`config.mk`:
```
export PLATFORM = sky130hd
export DESIGN_NAME = toggle_membership_fifo_core
export DESIGN_NICKNAME = d
export VERILOG_FILES = /design/src/rtl/core/tmf_pkg.sv /design/src/rtl/core/toggle_membership_fifo_core.sv /design/src/rtl/core/tmf_ctrl.sv /design/src/rtl/core/tmf_datapath.sv
export SDC_FILE = /design/constraint.sdc
export NUM_CORES = 1
export LEC_CHECK = 0
export ABC_AREA = 1
export BUFFER_PORTS_ARGS = -buffer_cell sky130_fd_sc_hd__buf_4
export CORE_ASPECT_RATIO = 1.25
export CORE_MARGIN = 5
export CORE_UTILIZATION = 35
export CTS_BUF_LIST = sky130_fd_sc_hd__clkbuf_4 sky130_fd_sc_hd__clkbuf_8
export DETAILED_ROUTE_END_ITERATION = 8
export HOLD_SLACK_MARGIN = 0.06
export PLACE_DENSITY = 0.6
export SETUP_SLACK_MARGIN = 0.15
export SLEW_MARGIN = 15
export SYNTH_ARGS = -nofsm -noshare
export SYNTH_HDL_FRONTEND = slang
export SYNTH_SLANG_ARGS = --single-unit
```
`constraint.sdc`:
```
create_clock -name clk -period 3.7 [get_ports clk]
set_input_delay 0.37 -clock clk [delete_from_list [all_inputs] [get_ports clk]]
set_output_delay 0.37 -clock clk [all_outputs]
set_load 0.01 [all_outputs]
```
`src/rtl/core/tmf_pkg.sv`:
```
// ----------------------------------------------------------------------------
// tmf_pkg
// Shared constants, status codes and the controller command type for the
// toggle-membership byte queue.
// ----------------------------------------------------------------------------
`default_nettype none

package tmf_pkg;

  localparam int DEPTH = 16;
  localparam int CNT_W = $clog2(DEPTH + 1);

  localparam logic MODE_INSERT  = 1'b0;
  localparam logic MODE_DEQUEUE = 1'b1;

  typedef enum logic [2:0] {
    ST_DEQUEUED = 3'd0,
    ST_EMPTY    = 3'd1,
    ST_APPENDED = 3'd2,
    ST_REMOVED  = 3'd3,
    ST_FULL     = 3'd4
  } status_t;

  typedef struct packed {
    logic load;     // execute the input item and capture its result
  } tmf_cmd_t;

endpackage

`default_nettype wire

```
`src/rtl/core/toggle_membership_fifo_core.sv`:
```
// ----------------------------------------------------------------------------
// toggle_membership_fifo_core
// Order-keeping byte queue in which each byte is present at most once.
//
// Input channel s_*: tuser = mode (0 insert/toggle, 1 dequeue),
//   tdata = byte_value. An insert removes the byte if it is stored (later
//   entries close the gap in order), otherwise appends it, or reports full.
// Output channel m_*: one result transfer per input transfer.
//   tuser = status, tdata = {count_after, out_byte}.
// Latency: the result is valid the cycle after the input transfer.
// One item in flight: the single result register must be taken before the
//   controller accepts the next input transfer.
// Compare and compaction over all DEPTH entries happen in parallel in a
//   row of entry cells.
// Reset: rst (synchronous) empties the queue and drops any pending result;
//   no clearing pass is needed.
// Stall: while m_tready is low the result holds and s_tready stays low.
// ----------------------------------------------------------------------------
`default_nettype none

module toggle_membership_fifo_core
  import tmf_pkg::*;
(
  input  wire logic        clk,
  input  wire logic        rst,
  input  wire logic        s_tvalid,
  output logic             s_tready,
  input  wire logic [7:0]  s_tdata,   // [7:0] byte_value
  input  wire logic        s_tuser,   // [0] mode
  output logic             m_tvalid,
  input  wire logic        m_tready,
  output logic [15:0]      m_tdata,   // [7:0] out_byte, [12:8] count_after, [15:13] zero
  output logic [2:0]       m_tuser    // [2:0] status
);

  tmf_cmd_t   cmd;
  status_t    status;
  logic [7:0] out_byte;
  logic [4:0] count_after;

  tmf_ctrl u_ctrl (
    .clk      (clk),
    .rst      (rst),
    .s_tvalid (s_tvalid),
    .s_tready (s_tready),
    .m_tvalid (m_tvalid),
    .m_tready (m_tready),
    .cmd      (cmd)
  );

  tmf_datapath u_datapath (
    .clk         (clk),
    .rst         (rst),
    .cmd         (cmd),
    .mode        (s_tuser),
    .byte_value  (s_tdata),
    .status      (status),
    .out_byte    (out_byte),
    .count_after (count_after)
  );

  assign m_tdata = {3'b000, count_after, out_byte};
  assign m_tuser = status;

endmodule

`default_nettype wire

```
`src/rtl/core/tmf_ctrl.sv`:
```
// ----------------------------------------------------------------------------
// tmf_ctrl
// Handshake controller: takes one transfer, holds the result until the
// downstream side takes it.
// ----------------------------------------------------------------------------
`default_nettype none

module tmf_ctrl
  import tmf_pkg::*;
(
  input  wire logic     clk,
  input  wire logic     rst,
  input  wire logic     s_tvalid,
  output logic          s_tready,
  output logic          m_tvalid,
  input  wire logic     m_tready,
  output tmf_cmd_t      cmd
);

  typedef enum logic {
    S_IDLE,
    S_OUT
  } state_t;

  state_t state;

  assign s_tready = (state == S_IDLE);
  assign m_tvalid = (state == S_OUT);
  assign cmd.load = s_tvalid && s_tready;

  always_ff @(posedge clk) begin
    if (rst) begin
      state <= S_IDLE;
    end else begin
      unique case (state)
        S_IDLE: begin
          if (s_tvalid) state <= S_OUT;
        end
        S_OUT: begin
          if (m_tready) state <= S_IDLE;
        end
        default: state <= S_IDLE;
      endcase
    end
  end

endmodule

`default_nettype wire

```
`src/rtl/core/tmf_datapath.sv`:
```
// ----------------------------------------------------------------------------
// tmf_datapath
// Row of entry cells with parallel compare and shift-up compaction, plus the
// result register.
// ----------------------------------------------------------------------------
`default_nettype none

module tmf_datapath
  import tmf_pkg::*;
(
  input  wire logic       clk,
  input  wire logic       rst,
  input  wire tmf_cmd_t   cmd,
  input  wire logic       mode,
  input  wire logic [7:0] byte_value,
  output status_t         status,
  output logic [7:0]      out_byte,
  output logic [4:0]      count_after
);

  logic [7:0]       entries [DEPTH];
  logic [CNT_W-1:0] count;
  logic [CNT_W-1:0] count_next;

  logic [DEPTH-1:0] match;
  logic [DEPTH-1:0] shift;
  logic             found;
  logic             do_shift;
  logic             do_append;
  status_t          status_next;
  logic [7:0]       byte_next;
  logic [31:0]      count_wide;

  always_comb begin
    for (int i = 0; i < DEPTH; i++) begin
      match[i] = (mode == MODE_INSERT) && (CNT_W'(i) < count) && (entries[i] == byte_value);
    end
  end

  assign found = |match;

  // Cell i moves up when a match sits at or below it; a dequeue shifts all.
  always_comb begin
    for (int i = 0; i < DEPTH; i++) begin
      shift[i] = (mode == MODE_DEQUEUE) || (|(match << (DEPTH - 1 - i)));
    end
  end

  always_comb begin
    do_shift    = 1'b0;
    do_append   = 1'b0;
    count_next  = count;
    status_next = ST_EMPTY;
    byte_next   = byte_value;
    if (mode == MODE_DEQUEUE) begin
      if (count == '0) begin
        status_next = ST_EMPTY;
        byte_next   = 8'd0;
      end else begin
        do_shift    = 1'b1;
        status_next = ST_DEQUEUED;
        byte_next   = entries[0];
        count_next  = count - 1'b1;
      end
    end else if (found) begin
      do_shift    = 1'b1;
      status_next = ST_REMOVED;
      count_next  = count - 1'b1;
    end else if (count == CNT_W'(DEPTH)) begin
      status_next = ST_FULL;
    end else begin
      do_append   = 1'b1;
      status_next = ST_APPENDED;
      count_next  = count + 1'b1;
    end
  end

  always_ff @(posedge clk) begin
    if (rst) begin
      count <= '0;
    end else if (cmd.load) begin
      count <= count_next;
    end
  end

  always_ff @(posedge clk) begin
    if (cmd.load) begin
      for (int i = 0; i < DEPTH; i++) begin
        if (do_shift && shift[i] && (i < DEPTH - 1)) begin
          entries[i] <= entries[(i < DEPTH - 1) ? i + 1 : i];
        end else if (do_append && (count == CNT_W'(i))) begin
          entries[i] <= byte_value;
        end
      end
    end
  end

  assign count_wide = 32'(count_next);

  always_ff @(posedge clk) begin
    if (cmd.load) begin
      status      <= status_next;
      out_byte    <= byte_next;
      count_after <= count_wide[4:0];
    end
  end

endmodule

`default_nettype wire

```
==> results.cfg <==
[synthesis]
postSynth.asyncResetShare = 0
yosysMostFrequentCell = nand2_1
synth_common_cells = 473 x nand2_1, 144 x edfxtp_1, 81 x inv_1
synth_cell_type_count = 46
ys_ff_latch = 150
synth-adder-area-share = 0.00661
synth_compound_area_frac = 0.0489
synth_edf_count = 144
synth_top_family_by_area = simple AND/OR/NAND/NOR gates
synth_area_leader_cell = edfxtp_1
synth_simple_gate_area_share = 0.327
synth.area.mux_share = 0
synth_cells = 1195
synth-xor-area-share = 0.0694
synth_area_leaders = edfxtp_1 46%, nand2_1 19%, xnor2_1 6.3%
synthesis.area_um2 = 9470
synth_top_area_frac = 0.457
avgSynthCellArea_um2 = 7.92
yosys_warnings = 0
ys_seq_area_frac = 0.469
ys.flop_type = edfxtp_1

[global_routing]
antenna_found_initial = 1
grt_max_degree = 38
grt_pass1_wl_um = 43100
grt_pass1_vias = 7798
gr-total-overflow = 0
track_usage = 0.182

[worst_hold_path]
min-delay-start = rst
min_path_type = primary input to register
min_to = u_datapath.count[2]
min_path_cells = 4

[routing]
wl_um = 27500
remaining_drc_errors = 0
vias = 8116
viasPerCell = 5.13
drtIter0Drc = 833
dr.pass1.iters = 6
routedWlPerCell_um = 17.4
antenna_left = 0

[timing]
setup_viol = 0
finalSetupTns_ns = 0
clock.fmax_mhz = 316
fin_crit_sh = 0.856
worstMarginPinSlew_ns = 0.805
fin_skew_ns = 0.0147
rsz0062_at_grt = no
drv_slew = 0
max_slew_margin = 0.461
min_period_ns = 3.17
finalHoldViolCount = 0

[floorplan]
dieWidth_um = 157
dieArea_um2 = 30500
fp.dieH_um = 194
io_pins = 34
num_rows = 67
coreArea_um2 = 26700
initial_core_util = 0.354

[placed_design]
io_buffer_count = 30
dpl.hpwl_um = 19800
dpl_cell_area_um2 = 10100
finalWeightedCongestion = 0.963

[critical_path]
critPathKind = register to register
reg2reg_slack_ns = 0.53
rr_worst_depth = 14
cp.arrival_ns = 3.31
worstSetupStartpointType = register
timing.rr.start = u_datapath.count[2]
crit_required_ns = 3.85
crit_path_end_kind = register
regToRegEndpoint = u_datapath.entries[3][10]
worstPathMaxFanout = 37

[clocking]
cts_buffer_depth = 2
cts_root_buffer = clkbuf_8
postCtsSetupBuffers = 0
clk_latency_ns = 0.48
cts_tree = yes
path_clk_slew_ns = 0.08
numCtsBuffers = 17
htreeDepth = 4
cts_sinks = 150

[cells_and_area]
final_area_um2 = 10500
fin_util = 0.392
syn_to_final_growth_pct = 10.7
diodes = 0
drive_above_1_share = 0.117
nNetsFinal = 1241

[power]
peakVddDrop_mv = 0.192
p_leak_nw = 4.62
p_per_area_nw_per_um2 = 387
total_power_mw = 4.06

[flow_run]
maxCapViolations = 0

[run_status]
outcome = complete, no violations
==> metrics by stage <==
step                setup slack, ns  std cells  hold WS [ns]
floorplan                      1.07       1197         0.469
detailed placement            0.401       1549         0.528
global route                  0.246       1581         0.155
CTS                           0.426       1581         0.131
finish                        0.533       1581         0.148
global placement              0.465       1549         0.543
==> report_power, final <==
part           internal (mW)  switching, mW
combinational          0.213          0.469
sequential              1.95         0.0551
clock                  0.680          0.692
==> sequential cells by signal, summed over array words and instances (netlist names) <==
register	count
u_datapath.out_byte	8
u_ctrl.m_tvalid	1
u_datapath.status	3
u_datapath.entries	128
u_datapath.count	5
u_datapath.count_after	5
==> worst max-delay path by stage <==
stage / to / depth (start not counted) / start
2_1_floorplan: u_datapath.entries[0][10] / 14 / s_tdata[4]
3_3_place_gp: u_datapath.entries[3][12] / 14 / s_tdata[2]
3_5_place_dp: u_datapath.entries[3][12] / 14 / s_tdata[2]
4_1_cts: u_datapath.entries[3][14] / 14 / u_datapath.count[3]
5_1_grt: u_datapath.entries[3][14] / 14 / u_datapath.count[3]
6_report: u_datapath.entries[3][10] / 14 / u_datapath.count[2]
==> critical path: stages, from the launching register on <==
cell,delay [ns]
dfxtp_1,0.40
buf_4,0.20
nor2_1,0.21
nand3_1,0.11
nand2_1,0.07
nor2_1,0.05
nand3_1,0.10
nand2_1,0.09
nor2_1,0.17
nand2_1,0.15
nor2_4,0.22
nand2_4,0.11
clkinv_4,0.31
nand3_2,0.25
nand2_1,0.37
==> layout make-up <==
| cell class | count | area, um2 |
|---|---|---|
| Fill cell | 2728 | 16300 |
| Clock buffer | 18 | 241 |
| Timing Repair Buffer | 70 | 526 |
| Sequential cell | 150 | 4450 |
| Inverter | 97 | 369 |
| Tap cell | 345 | 432 |
| Clock inverter | 14 | 174 |
| Multi-Input combinational cell | 887 | 4300 |
==> placed cells by master, fill, tap and decap left out, types with 9 or more instances in the layout <==
cell type	Yosys	layout
o21ai_0	69	69
nand4_1	56	56
edfxtp_1	144	144
buf_4	23	70
nor2_1	80	78
a21oi_1	9	9
clkbuf_8	0	17
nand3_1	69	69
inv_2	14	14
nand2_1	473	473
inv_1	81	81
xnor2_1	68	68
==> routing by layer <==
metal / GRT usage / routed length, um / vias up
met4: 0.0755 / 869 / 0
met5: 0 / 0 / -
met2: 0.331 / 14400 / 225
met3: 0.0250 / 1280 / 55
li1: - / - / 3955
met1: 0.213 / 10900 / 3881
==> cell families (layout without fill, tap and decap cells) <==
family	count (synthesis)	after routing
simple gates	715	715
compound gates	89	89
xor+xnor	75	75
fa+ha+maj	5	5
flops	150	150
buf+inv	160	199
other cells	1	3
==> timing repair <==
| item | CTS | global route |
|---|---|---|
| hold buffers | 0 | 0 |
| endpoints found under the setup margin | 0 | 32 |
| gates resized for setup | 0 | 1 |
| hold endpoints to repair | 0 | 0 |
No activity file was read; power rests on OpenSTA's default activity.
